==> config.mk <==
export PLATFORM = sky130hd
export DESIGN_NAME = lapf_fifo
export DESIGN_NICKNAME = d
export VERILOG_FILES = /design/src/hw/rtl/lapf_pkg.sv /design/src/hw/rtl/lapf_fifo.sv
export SDC_FILE = /design/constraint.sdc
export NUM_CORES = 1
export LEC_CHECK = 0
export ABC_AREA = 1
export BUFFER_PORTS_ARGS = -buffer_cell sky130_fd_sc_hd__buf_2
export CORE_ASPECT_RATIO = 1.25
export CORE_UTILIZATION = 52
export DETAILED_ROUTE_END_ITERATION = 12
export PLACE_DENSITY = 0.76
export SETUP_SLACK_MARGIN = 0.4
export SYNTH_ARGS = -nofsm -noshare
export SYNTH_HDL_FRONTEND = slang
export SYNTH_SLANG_ARGS = --single-unit
==> constraint.sdc <==
create_clock -name clk -period 2.6 [get_ports clk]
set_clock_uncertainty 0.2 [all_clocks]
set_input_delay 0.52 -clock clk [delete_from_list [all_inputs] [get_ports clk]]
set_output_delay 0.52 -clock clk [all_outputs]
set_load 0.02 [all_outputs]
==> src/hw/rtl/lapf_pkg.sv <==
`default_nettype none
package lapf_pkg;

	localparam int COL_W = 13;
	localparam int SUM_W = 13;
	localparam int QUEUE_DEPTH = 4;
	localparam int QPTR_W = 2;
	localparam int QCNT_W = 3;

	localparam logic [2:0] REG_IMAGE_WIDTH   = 3'd0;
	localparam logic [2:0] REG_IMAGE_HEIGHT  = 3'd1;
	localparam logic [2:0] REG_CHANNEL_COUNT = 3'd2;
	localparam logic [2:0] REG_KERNEL_MODE   = 3'd3;
	localparam logic [2:0] REG_SCALE_Q8      = 3'd4;
	localparam logic [2:0] REG_DELTA_Q8      = 3'd5;

	typedef enum logic [1:0] {
		SLOT_MAIN   = 2'd0,
		SLOT_RIGHT  = 2'd1,
		SLOT_BOTTOM = 2'd2,
		SLOT_CORNER = 2'd3
	} slot_t;

	typedef logic [2:0][2:0][7:0] win_t;

	typedef struct packed {
		logic [13:0]        width;
		logic [15:0]        height;
		logic [2:0]         chans;
		logic               mode;
		logic signed [15:0] scale;
		logic signed [23:0] delta;
	} cfg_t;

	typedef struct packed {
		logic [7:0]       sample_px;
		logic [7:0]       upper_px;
		logic [7:0]       middle_px;
		logic [15:0]      row;
		logic [COL_W-1:0] col;
		logic [1:0]       ch;
		logic             emit;
		logic             last_col;
		logic             last_row;
		logic             last_ch;
		logic             top_edge;
		logic             left_edge;
	} item_t;

	function automatic logic signed [SUM_W-1:0] px(input win_t w, input logic [1:0] r,
			input logic [1:0] c);
		px = $signed({5'b0, w[r][c]});
	endfunction

	function automatic logic signed [SUM_W-1:0] kernel_sum(input win_t w, input logic mode,
			input logic [1:0] t, input logic [1:0] m, input logic [1:0] b,
			input logic [1:0] l, input logic [1:0] ce, input logic [1:0] rt);
		logic signed [SUM_W-1:0] nb;
		logic signed [SUM_W-1:0] mc;
		mc = px(w, m, ce);
		if (mode) begin
			nb = px(w, t, l) + px(w, t, rt) + px(w, b, l) + px(w, b, rt);
			kernel_sum = (nb <<< 1) - (mc <<< 3);
		end else begin
			nb = px(w, t, ce) + px(w, b, ce) + px(w, m, l) + px(w, m, rt);
			kernel_sum = nb - (mc <<< 2);
		end
	endfunction

endpackage
`default_nettype wire

==> src/hw/rtl/lapf_fifo.sv <==
`default_nettype none
module lapf_fifo (
	input  wire logic                          clk,
	input  wire logic                          arst_n,
	input  wire logic                          push,
	input  wire lapf_pkg::item_t               push_item,
	input  wire logic                          pop,
	output lapf_pkg::item_t                    head,
	output logic                               head_valid,
	output logic [lapf_pkg::QCNT_W-1:0]        count
);
	lapf_pkg::item_t slot_q [lapf_pkg::QUEUE_DEPTH];
	logic [lapf_pkg::QPTR_W-1:0] wr_q, rd_q;
	logic [lapf_pkg::QCNT_W-1:0] count_q;

	always_ff @(posedge clk or negedge arst_n) begin
		if (!arst_n) begin
			wr_q <= '0;
			rd_q <= '0;
			count_q <= '0;
		end else begin
			if (push) wr_q <= wr_q + 1'b1;
			if (pop) rd_q <= rd_q + 1'b1;
			if (push && !pop) count_q <= count_q + 1'b1;
			else if (pop && !push) count_q <= count_q - 1'b1;
		end
	end

	always_ff @(posedge clk) begin
		if (push) slot_q[wr_q] <= push_item;
	end

	assign head = slot_q[rd_q];
	assign head_valid = (count_q != '0);
	assign count = count_q;
endmodule
`default_nettype wire

==> summary.txt <==
syn avg cell area - 13.26 µm²
grt total ovfl - 0
Layout Area Growth over Synthesis - 25.09%
DR vias/cell - 5.412
DR pass1 iterations - 4
hpwl dp - 11180 µm
via count - 6273
Hold Fails Final Rpt - 0
multi-input logic area - 1821 µm²
Placeable Area - 18850 µm²
Final Util - 66.79%
antenna violations before repair - 4
Slew Viols, Final - 0
GPL Wtd Cong - 0.7103
post-route insts no fill - 1159
post-synthesis cell count - 759
Mapped Area - 10060 µm²
starting density of the core - 53.39%
RSZ-0062 raised after global routing - yes
Worst-path clk slew - 0.07 ns
critical path data arrival time - 1.86 ns
CTS buffer count - 24
Die Wd - 126.4 µm
drt wl/cell - 18.97 µm
Register Area - 7507 µm²
Ports - 130
outcome - completed
peak fanout along the critical path - 15
sequential-to-total area share from yosys stat - 74.55%
FILL cells - 1291
global-route usage over all layers - 19.84%
Critical Path RT - 1.88 ns
htree depth - 1
CP startpoint kind - flip-flop
largest net degree at the start of global routing - 64
TritonCTS Sinks - 251
worst slew pin tran - 0.4841 ns
crit path time final - 2.584 ns
synth warn - 0
post-synth cell types - 19
CTS Buffer Depth - 3
Worst-Skew Late Latency - 0.50 ns
worst min path class - in -> reg
Worst VDD drop - 0.0006598 V
PwrDens - 1281 nW/µm²
DIE AREA - 19920 µm²
Max Freq - 0.3869 GHz
Setup Viol. Count Final - 0
drt drc - 0
Max Cap Violations - 0
Post-Place Cells - 1095
final worst path period share - 99.40%
vias in the first global route - 6073
post-route ant nets - 0
fin worst setup slack - 0.01562 ns
CTS tree - done
global-route wire length before repair - 30370 µm
First DRT Iteration DRCs - 338
DP Worst Slack - 0.4731 ns
Port-buffer cells - 129
layout cells sized above 1 - 23.14%
static leakage - 0.005074 µW
Die Span Y - 157.5 µm
Clk Tree Root Cell - clkbuf_16
FP Rows - 56
critical path class - reg -> out
syn nets - 830
max_slew headroom - 67.66%
Seq cells post-synth - 251
fin nets - 978
aggregate routed wire length - 21980 µm
Worst Setup End Kind - primary output
-- worst max-delay path, stage by stage (launching register included) --
cell and delay, ns:
dfrtp_4 0.53, buf_12 0.18, clkbuf_16 0.18, o211ai_1 0.19, nand2_1 0.12, buf_6 0.15
-- cells by family after synthesis --
logic type,share of synthesized area [%]
flip-flops,74.55
AND/OR/NAND/NOR,7.497
buffers and inverters,7.634
XOR/XNOR,0.3482
AO/OA/AOI/OAI,9.151
adder cells (fa/ha/maj),0.8206
-- metal layers --
layer | vias to the layer above | wire, µm | track usage, %
met4 | 4 | 506 | 7.917
met2 | 206 | 11590 | 36.70
li1 | 2942 | - | -
met5 | - | 19 | 0
met1 | 3076 | 8707 | 22.85
met3 | 45 | 1158 | 3.365
-- metrics by stage --
stage | hold slack (ns) | TNS (ns) | total power, µW | area, µm²
detailed placement | 0.1770 | 0 | 10710 | 10960
finish | 0.03008 | 0 | 16120 | 12590
CTS | 0.01274 | 0 | 14560 | 11890
floorplan | 0.02441 | 0 | 9173 | 10100
global route | 0.01341 | -0.5037 | 16880 | 12590
global placement | 0.1783 | 0 | 10570 | 10960
-- synth_stat cells --
cell type  instances  area (µm²)
nand3_1            1       5.000
dfrtp_1            7       175.2
nor2_1             1       3.750
nand2_1          197       739.5
ha_1               5       62.56
clkbuf_4           1       7.510
o211ai_1         122       915.9
inv_1            133       499.2
buf_2             17       85.08
clkbuf_1           1       3.750
inv_2              1       3.750
nand4_1            1       6.260
o21ai_1            1       5.000
fa_1               1       20.02
xnor2_1            1       8.760
buf_4             21       157.7
edfxtp_1         244        7327
buf_6              1       11.26
xor2_1             3       26.28
-- power by group --
| part | internal [µW] | switching [µW] | leakage [µW] |
|---|---|---|---|
| Clock | 2160 | 1440 | 0.000395 |
| Combinational | 2930 | 4060 | 0.00236 |
| Sequential | 5300 | 229 | 0.00232 |
-- placed cells by master, fill, tap and decap left out, types with 7 or more instances in the layout --
cell and count:
edfxtp_1 244, nand2_1 188, inv_1 129, o211ai_1 122, buf_2 73, buf_6 57
clkbuf_16 33, buf_12 9, buf_4 9, nand2_2 8, clkinvlp_4 7
-- final cells by class --
type                            instances  share of cell area (%)
Antenna cell                            2                 0.03976
Clock buffer                           28                   5.059
Clock inverter                         16                   1.531
Inverter                              134                   4.115
Multi-Input combinational cell        333                   14.46
Sequential cell                       251                   59.64
Tap cell                              232                   2.306
Timing Repair Buffer                  163                   12.85
-- sequential cells by signal (all words and copies together), names as in the netlist --
| name | cells |
|---|---|
| wr_q | 2 |
| count | 3 |
| slot_q | 244 |
| rd_q | 2 |
-- repair_timing --
action                                  4_1_cts  5_1_grt
buffers inserted                              0        2
hold buffers                                  1        0
gates resized for setup                      11      129
hold endpoints to repair                      7        0
endpoints found under the setup margin       61       61
pin swaps                                     0       74
gates cloned                                  2       13
-- worst paths after layout --
check / startpoint / to / slack (ns) / cells after the start
setup / recovery: rd_q[0] / head[13] / 0.02 / 5
setup reg to reg: wr_q[0] / slot_q[3][48] / 0.64 / 4
min in group asynchronous: arst_n / rd_q[0] / 0.19 / 2
hold reg to reg: count[2] / count[2] / 0.30 / 2
hold / removal: push_item[19] / slot_q[0][19] / 0.03 / 1
max in group asynchronous: arst_n / rd_q[0] / 1.82 / 2
Note: power is estimated with default switching activity, not from simulation.
