### config.mk
export PLATFORM = sky130hd
export DESIGN_NAME = lapf_back
export DESIGN_NICKNAME = d
export VERILOG_FILES = /design/src/hw/rtl/lapf_pkg.sv /design/src/hw/rtl/lapf_back.sv
export SDC_FILE = /design/constraint.sdc
export NUM_CORES = 2
export LEC_CHECK = 0
export BUFFER_PORTS_ARGS = -buffer_cell sky130_fd_sc_hd__buf_2
export CAP_MARGIN = 30
export CELL_PAD_IN_SITES_DETAIL_PLACEMENT = 0
export CELL_PAD_IN_SITES_GLOBAL_PLACEMENT = 1
export CORE_MARGIN = 2
export CORE_UTILIZATION = 35
export CTS_BUF_LIST = sky130_fd_sc_hd__clkbuf_4 sky130_fd_sc_hd__clkbuf_8
export CTS_CLUSTER_DIAMETER = 60
export DETAILED_ROUTE_END_ITERATION = 7
export PLACE_DENSITY_LB_ADDON = 0.1
export SLEW_MARGIN = 20
export SYNTH_ARGS = -nofsm -noshare
export SYNTH_HDL_FRONTEND = slang
export SYNTH_SLANG_ARGS = --single-unit
### constraint.sdc
create_clock -name clk -period 7.9 [get_ports clk]
set_input_delay 0.395 -clock clk [delete_from_list [all_inputs] [get_ports clk]]
set_output_delay 0.395 -clock clk [all_outputs]
set_load 0.03 [all_outputs]
### src/hw/rtl/lapf_pkg.sv
`default_nettype none
package lapf_pkg;

	localparam int COL_W = 13;
	localparam int SUM_W = 13;
	localparam int QUEUE_DEPTH = 4;
	localparam int QPTR_W = 2;
	localparam int QCNT_W = 3;

	localparam logic [2:0] REG_IMAGE_WIDTH   = 3'd0;
	localparam logic [2:0] REG_IMAGE_HEIGHT  = 3'd1;
	localparam logic [2:0] REG_CHANNEL_COUNT = 3'd2;
	localparam logic [2:0] REG_KERNEL_MODE   = 3'd3;
	localparam logic [2:0] REG_SCALE_Q8      = 3'd4;
	localparam logic [2:0] REG_DELTA_Q8      = 3'd5;

	typedef enum logic [1:0] {
		SLOT_MAIN   = 2'd0,
		SLOT_RIGHT  = 2'd1,
		SLOT_BOTTOM = 2'd2,
		SLOT_CORNER = 2'd3
	} slot_t;

	typedef logic [2:0][2:0][7:0] win_t;

	typedef struct packed {
		logic [13:0]        width;
		logic [15:0]        height;
		logic [2:0]         chans;
		logic               mode;
		logic signed [15:0] scale;
		logic signed [23:0] delta;
	} cfg_t;

	typedef struct packed {
		logic [7:0]       sample_px;
		logic [7:0]       upper_px;
		logic [7:0]       middle_px;
		logic [15:0]      row;
		logic [COL_W-1:0] col;
		logic [1:0]       ch;
		logic             emit;
		logic             last_col;
		logic             last_row;
		logic             last_ch;
		logic             top_edge;
		logic             left_edge;
	} item_t;

	function automatic logic signed [SUM_W-1:0] px(input win_t w, input logic [1:0] r,
			input logic [1:0] c);
		px = $signed({5'b0, w[r][c]});
	endfunction

	function automatic logic signed [SUM_W-1:0] kernel_sum(input win_t w, input logic mode,
			input logic [1:0] t, input logic [1:0] m, input logic [1:0] b,
			input logic [1:0] l, input logic [1:0] ce, input logic [1:0] rt);
		logic signed [SUM_W-1:0] nb;
		logic signed [SUM_W-1:0] mc;
		mc = px(w, m, ce);
		if (mode) begin
			nb = px(w, t, l) + px(w, t, rt) + px(w, b, l) + px(w, b, rt);
			kernel_sum = (nb <<< 1) - (mc <<< 3);
		end else begin
			nb = px(w, t, ce) + px(w, b, ce) + px(w, m, l) + px(w, m, rt);
			kernel_sum = nb - (mc <<< 2);
		end
	endfunction

endpackage
`default_nettype wire

### src/hw/rtl/lapf_back.sv
`default_nettype none
module lapf_back #(
	parameter int MAX_CHANNELS = 4
) (
	input  wire logic             clk,
	input  wire logic             arst_n,
	input  wire lapf_pkg::cfg_t   cfg,
	input  wire lapf_pkg::item_t  head,
	input  wire logic             head_valid,
	output logic                  pop,
	output logic                  out_valid,
	input  wire logic             out_ready,
	output logic [7:0]            out_value,
	output logic [15:0]           out_row,
	output logic [10:0]           out_column,
	output logic [1:0]            out_channel,
	output logic                  run_last,
	output logic                  image_done
);
	localparam int LANE_W = (MAX_CHANNELS > 1) ? $clog2(MAX_CHANNELS) : 1;

	lapf_pkg::win_t win_q [MAX_CHANNELS];
	logic [2:0] pend_q;
	logic [15:0] cur_row_q;
	logic [lapf_pkg::COL_W-1:0] cur_col_q;
	logic [1:0] cur_ch_q;
	logic cur_top_q, cur_left_q, cur_last_ch_q;

	logic en, busy, issue;
	logic [LANE_W-1:0] lane;
	lapf_pkg::win_t lane_win, new_win, use_win;
	lapf_pkg::slot_t slot;
	logic [2:0] pend_next, pend_head;
	logic top, left_e, last_ch;
	logic [15:0] row;
	logic [lapf_pkg::COL_W-1:0] col;
	logic [1:0] ch;
	logic [1:0] st, sm, sb, sl, sc, sr;

	logic valid_s1, valid_s2, valid_s3;
	logic signed [lapf_pkg::SUM_W-1:0] sum_s1;
	logic signed [28:0] prod_s2;
	logic [15:0] row_s1, row_s2;
	logic [lapf_pkg::COL_W-1:0] col_s1, col_s2, col_s3;
	logic [1:0] ch_s1, ch_s2;
	logic last_s1, last_s2, done_s1, done_s2;
	logic signed [29:0] acc_w;

	assign en = !valid_s3 || out_ready;
	assign busy = (pend_q != '0);
	assign pop = en && !busy && head_valid;
	assign issue = en && (busy || (pop && head.emit));

	assign lane = busy ? cur_ch_q[LANE_W-1:0] : head.ch[LANE_W-1:0];
	assign lane_win = win_q[lane];

	always_comb begin
		for (int r = 0; r < 3; r++) begin
			new_win[r][0] = lane_win[r][1];
			new_win[r][1] = lane_win[r][2];
		end
		new_win[0][2] = head.upper_px;
		new_win[1][2] = head.middle_px;
		new_win[2][2] = head.sample_px;
	end

	assign pend_head = {head.last_row && head.last_col, head.last_row, head.last_col};
	assign use_win = busy ? lane_win : new_win;
	assign top = busy ? cur_top_q : head.top_edge;
	assign left_e = busy ? cur_left_q : head.left_edge;
	assign last_ch = busy ? cur_last_ch_q : head.last_ch;
	assign row = busy ? cur_row_q : head.row;
	assign col = busy ? cur_col_q : head.col;
	assign ch = busy ? cur_ch_q : head.ch;
	assign pend_next = busy ? (pend_q & (pend_q - 3'd1)) : pend_head;

	always_comb begin
		if (!busy) slot = lapf_pkg::SLOT_MAIN;
		else if (pend_q[0]) slot = lapf_pkg::SLOT_RIGHT;
		else if (pend_q[1]) slot = lapf_pkg::SLOT_BOTTOM;
		else slot = lapf_pkg::SLOT_CORNER;
	end

	always_comb begin
		case (slot)
			lapf_pkg::SLOT_MAIN: begin
				st = top ? 2'd2 : 2'd0; sm = 2'd1; sb = 2'd2;
				sl = left_e ? 2'd2 : 2'd0; sc = 2'd1; sr = 2'd2;
			end
			lapf_pkg::SLOT_RIGHT: begin
				st = top ? 2'd2 : 2'd0; sm = 2'd1; sb = 2'd2;
				sl = 2'd1; sc = 2'd2; sr = 2'd1;
			end
			lapf_pkg::SLOT_BOTTOM: begin
				st = 2'd1; sm = 2'd2; sb = 2'd1;
				sl = left_e ? 2'd2 : 2'd0; sc = 2'd1; sr = 2'd2;
			end
			default: begin
				st = 2'd1; sm = 2'd2; sb = 2'd1;
				sl = 2'd1; sc = 2'd2; sr = 2'd1;
			end
		endcase
	end

	always_ff @(posedge clk or negedge arst_n) begin
		if (!arst_n) begin
			for (int i = 0; i < MAX_CHANNELS; i++) win_q[i] <= '0;
			pend_q <= '0;
			valid_s1 <= 1'b0;
			valid_s2 <= 1'b0;
			valid_s3 <= 1'b0;
		end else begin
			if (pop) begin
				win_q[lane] <= new_win;
				pend_q <= head.emit ? pend_head : 3'd0;
			end else if (en && busy) begin
				pend_q <= pend_next;
			end
			if (en) begin
				valid_s1 <= issue;
				valid_s2 <= valid_s1;
				valid_s3 <= valid_s2;
			end
		end
	end

	assign acc_w = 30'(prod_s2) + 30'(cfg.delta);

	always_ff @(posedge clk) begin
		if (pop) begin
			cur_row_q <= head.row;
			cur_col_q <= head.col;
			cur_ch_q <= head.ch;
			cur_top_q <= head.top_edge;
			cur_left_q <= head.left_edge;
			cur_last_ch_q <= head.last_ch;
		end
		if (en) begin
			sum_s1 <= lapf_pkg::kernel_sum(use_win, cfg.mode, st, sm, sb, sl, sc, sr);
			row_s1 <= (slot == lapf_pkg::SLOT_MAIN || slot == lapf_pkg::SLOT_RIGHT)
				? row - 16'd1 : row;
			col_s1 <= (slot == lapf_pkg::SLOT_MAIN || slot == lapf_pkg::SLOT_BOTTOM)
				? col - 1'b1 : col;
			ch_s1 <= ch;
			last_s1 <= (pend_next == '0);
			done_s1 <= (slot == lapf_pkg::SLOT_CORNER) && last_ch;

			prod_s2 <= 29'(sum_s1) * 29'(cfg.scale);
			row_s2 <= row_s1;
			col_s2 <= col_s1;
			ch_s2 <= ch_s1;
			last_s2 <= last_s1;
			done_s2 <= done_s1;

			if (acc_w < 0) out_value <= 8'd0;
			else if (acc_w[29:16] != '0) out_value <= 8'd255;
			else out_value <= acc_w[15:8];
			out_row <= row_s2;
			col_s3 <= col_s2;
			out_channel <= ch_s2;
			run_last <= last_s2;
			image_done <= done_s2;
		end
	end

	assign out_column = col_s3[10:0];
	assign out_valid = valid_s3;
endmodule
`default_nettype wire

==> run summary <==
status -> finished, final reports clean
layout cells sized above 1 -> 0.227
met1 Use GR -> 0.239
Slew @ Worst Pin -> 0.980 ns
GR Layer Usage met3 -> 0.0277
Clk Latency, worst-skew pair -> 0.66 ns
initial core utilization -> 0.353
commonest cells after routing, fill and taps aside -> nand2_1 (275), inv_1 (274), dfrtp_1 (261)
Sink Count -> 437
DIE AREA -> 89,900 sq um
startpoint class of the critical path -> register
flops & latches, synth -> 437
fillcell total -> 8,439
Reg clk slew, reported paths -> 0.05 ns
DRT iter0 DRCs -> 1,118
GRT busiest layer -> met2
drt wl/cell -> 20.1 um
commonest non-fill, non-tap cell in the layout -> nand2_1
Final period util -> 0.910
Hold Fails Final Rpt -> 0
Root Buffer -> clkbuf_8
sequential share of the synthesized area -> 0.386
CTS Buf Count -> 80
Setup Viol. Count Final -> 0
DIE HEIGHT -> 300 um
register area -> 11,800 sq um
most frequently used flop master after synthesis -> dfrtp_1
RSZ-0062 raised after global routing -> no
syn avg cell area -> 11.5 sq um
Site Rows -> 108
Final min period -> 7.19 ns
max incr delay on CP -> 0.66 ns
first-pass detailed-route iteration total -> 7
vias per inst -> 5.10
M2 GR Usage -> 0.318
cell with the biggest individual delay on the critical path -> mux4_2
Final ANT Viol Nets -> 0
Detailed Place HPWL -> 59,500 um
GRT Total Usage -> 0.185
TNS Setup -> 0 ns
clock buffer depth -> 3
PortBufs -> 144
area taken by multi-input logic gates -> 17,200 sq um
kind of end point of the critical path -> register
IO Pins -> 180
relative slew slack -> 0.347
Synth Area in Simple Gates -> 0.0914
Max-cap violations -> 0
grt total ovfl -> 0
GPL Wtd Cong -> 0.805
post-synthesis cell count -> 2,663
Syn. warnings -> 0
Slew Limit Fails -> 0
design area -> 34,600 sq um
Worst EP arrival -> 7.56 ns
Post-DP Area -> 32,600 sq um
Synth Area in XOR/XNOR -> 0.0255
routed via count -> 20,600
Synth Area in Compound Gates -> 0.0764
Post-synth EDFFs -> 175
wire length of the first global-routing pass -> 129,000 um
largest net degree at the start of global routing -> 133
# DRC -> 0
Yosys cell types -> 69
area grow syn2layout -> 13.0%
Post-CTS Setup Inserts -> 0
worst-path maximum fanout -> 23
syn_nets -> 3,171
fraction of registers with async set/reset -> 0.600
multiplexer share of the synthesized area -> 0.158
Worst Path Required -> 8.27 ns
H-tree depth -> 3
vias in the first global route -> 22,400
Clock Skews -> 0.0285 ns
Hold WS -> 0.0626 ns
CTS tree -> done
Post-Route WL -> 81,500 um
CP Class -> register to register
Nets -> 3,339
most area-consuming cells after synthesis -> dfrtp_1 (21%), edfxtp_1 (17%), fa_1 (15%)
fmax -> 139 MHz
share of the synthesized area in the top cell type -> 0.214
Core Area -> 86,800 sq um
antenna violations before repair -> 4
post-synthesis adder-cell area fraction -> 0.208
Die W -> 300 um
min-delay worst type -> input pin to register
largest family of logic cells by synthesized area -> adder cells
Synth area leader -> dfrtp_1
Mapped Area -> 30,600 sq um
[critical path, delay by kind of cell (launching register included)]
family | cells | cell delay [ns]
muxes | 4 | 1.17
and+or+nand+nor | 5 | 0.93
adders and majority gates | 5 | 1.87
buffers and inverters | 3 | 0.78
xor gates and xnor gates | 2 | 0.46
AOI/OAI and AO/OA | 8 | 1.27
DFF | 1 | 0.39
[kinds of logic after synthesis]
| kind of cell | Yosys count |
|---|---|
| multiplexers | 368 |
| AO/OA/AOI/OAI | 382 |
| buffers and inverters | 413 |
| XOR/XNOR | 89 |
| AND/OR/NAND/NOR | 605 |
| flip-flops | 437 |
| adder cells (fa/ha/maj) | 369 |
[through the flow]
stage               utilization  setup slack, ns  instances
floorplan                     -             1.49       2663
global placement          0.375            0.733       3867
detailed placement        0.375            0.691       3867
CTS                       0.398            0.609       4040
global route              0.399            0.120       4044
finish                    0.399            0.714       4044
[state kept, by name, summed over array words and instances, names as in the netlist, 2 cells and up]
signal       flops
sum_s1          13
col_s3          11
cur_col_q       11
out_row         16
row_s1          16
out_channel      2
row_s2          16
ch_s2            2
prod_s2         29
cur_row_q       16
cur_ch_q         2
ch_s1            2
col_s2          11
col_s1          11
pend_q           3
out_value        8
win_q          256
[synthesized netlist by cell type, types with 4 or more instances]
cell type and n:
a211oi_1 16, a21boi_0 9, a21o_1 18, a21oi_1 129
a221oi_1 8, a222oi_1 5, a22o_1 7, a22oi_1 20
a31oi_1 14, and2_1 76, and3_1 9, buf_1 15
buf_2 20, buf_6 11, clkbuf_1 87, dfrtp_1 262
edfxtp_1 175, fa_1 234, ha_1 135, inv_1 276
mux2_2 258, mux2i_1 45, mux4_1 7, mux4_2 57
nand2_1 275, nand2b_1 26, nand3_1 31, nand4_1 11
nor2_1 100, nor2b_1 15, nor3_1 37, nor4_1 4
o2111ai_1 4, o211ai_1 5, o21a_1 10, o21ai_0 92
o21ai_1 6, o21bai_1 8, o22ai_1 10, or3_1 4
xnor2_1 60, xor2_1 29
[path summary, 6_finish.rpt]
kind	startpoint	endpoint	slack [ns]	depth (start not counted)
min	head[50]	win_q[93]	0.06	2
max in group asynchronous	arst_n	pend_q[0]	6.67	3
min in group asynchronous	arst_n	win_q[140]	0.19	2
max	pend_q[0]	sum_s1[10]	0.71	27
max reg2reg	pend_q[0]	sum_s1[10]	0.71	27
min reg2reg	row_s2[12]	out_row[12]	0.40	0
[area by class of cell]
cell class | count | area share
Sequential cell | 437 | 0.342
Tap cell | 1155 | 0.0418
Multi-Input combinational cell | 1813 | 0.497
Inverter | 277 | 0.0303
Timing Repair Buffer | 222 | 0.0433
Clock buffer | 113 | 0.0399
Clock inverter | 26 | 0.00640
Antenna cell | 1 | 0.0000723
[timing repair]
action	4_1_cts	5_1_grt
resized for setup	0	0
endpoints found under the hold margin	163	0
hold buffers	34	0
[per-layer routing]
metal,part of all wire,wire length [um],up-vias
li1,-,-,9515
met1,0.43,35200,10600
met2,0.50,40500,415
met3,0.040,3300,141
met4,0.030,2420,4
met5,0.00032,26,-
Power is not shown: default switching activity piles up to over one toggle a cycle in this logic, so the estimate is an artifact.
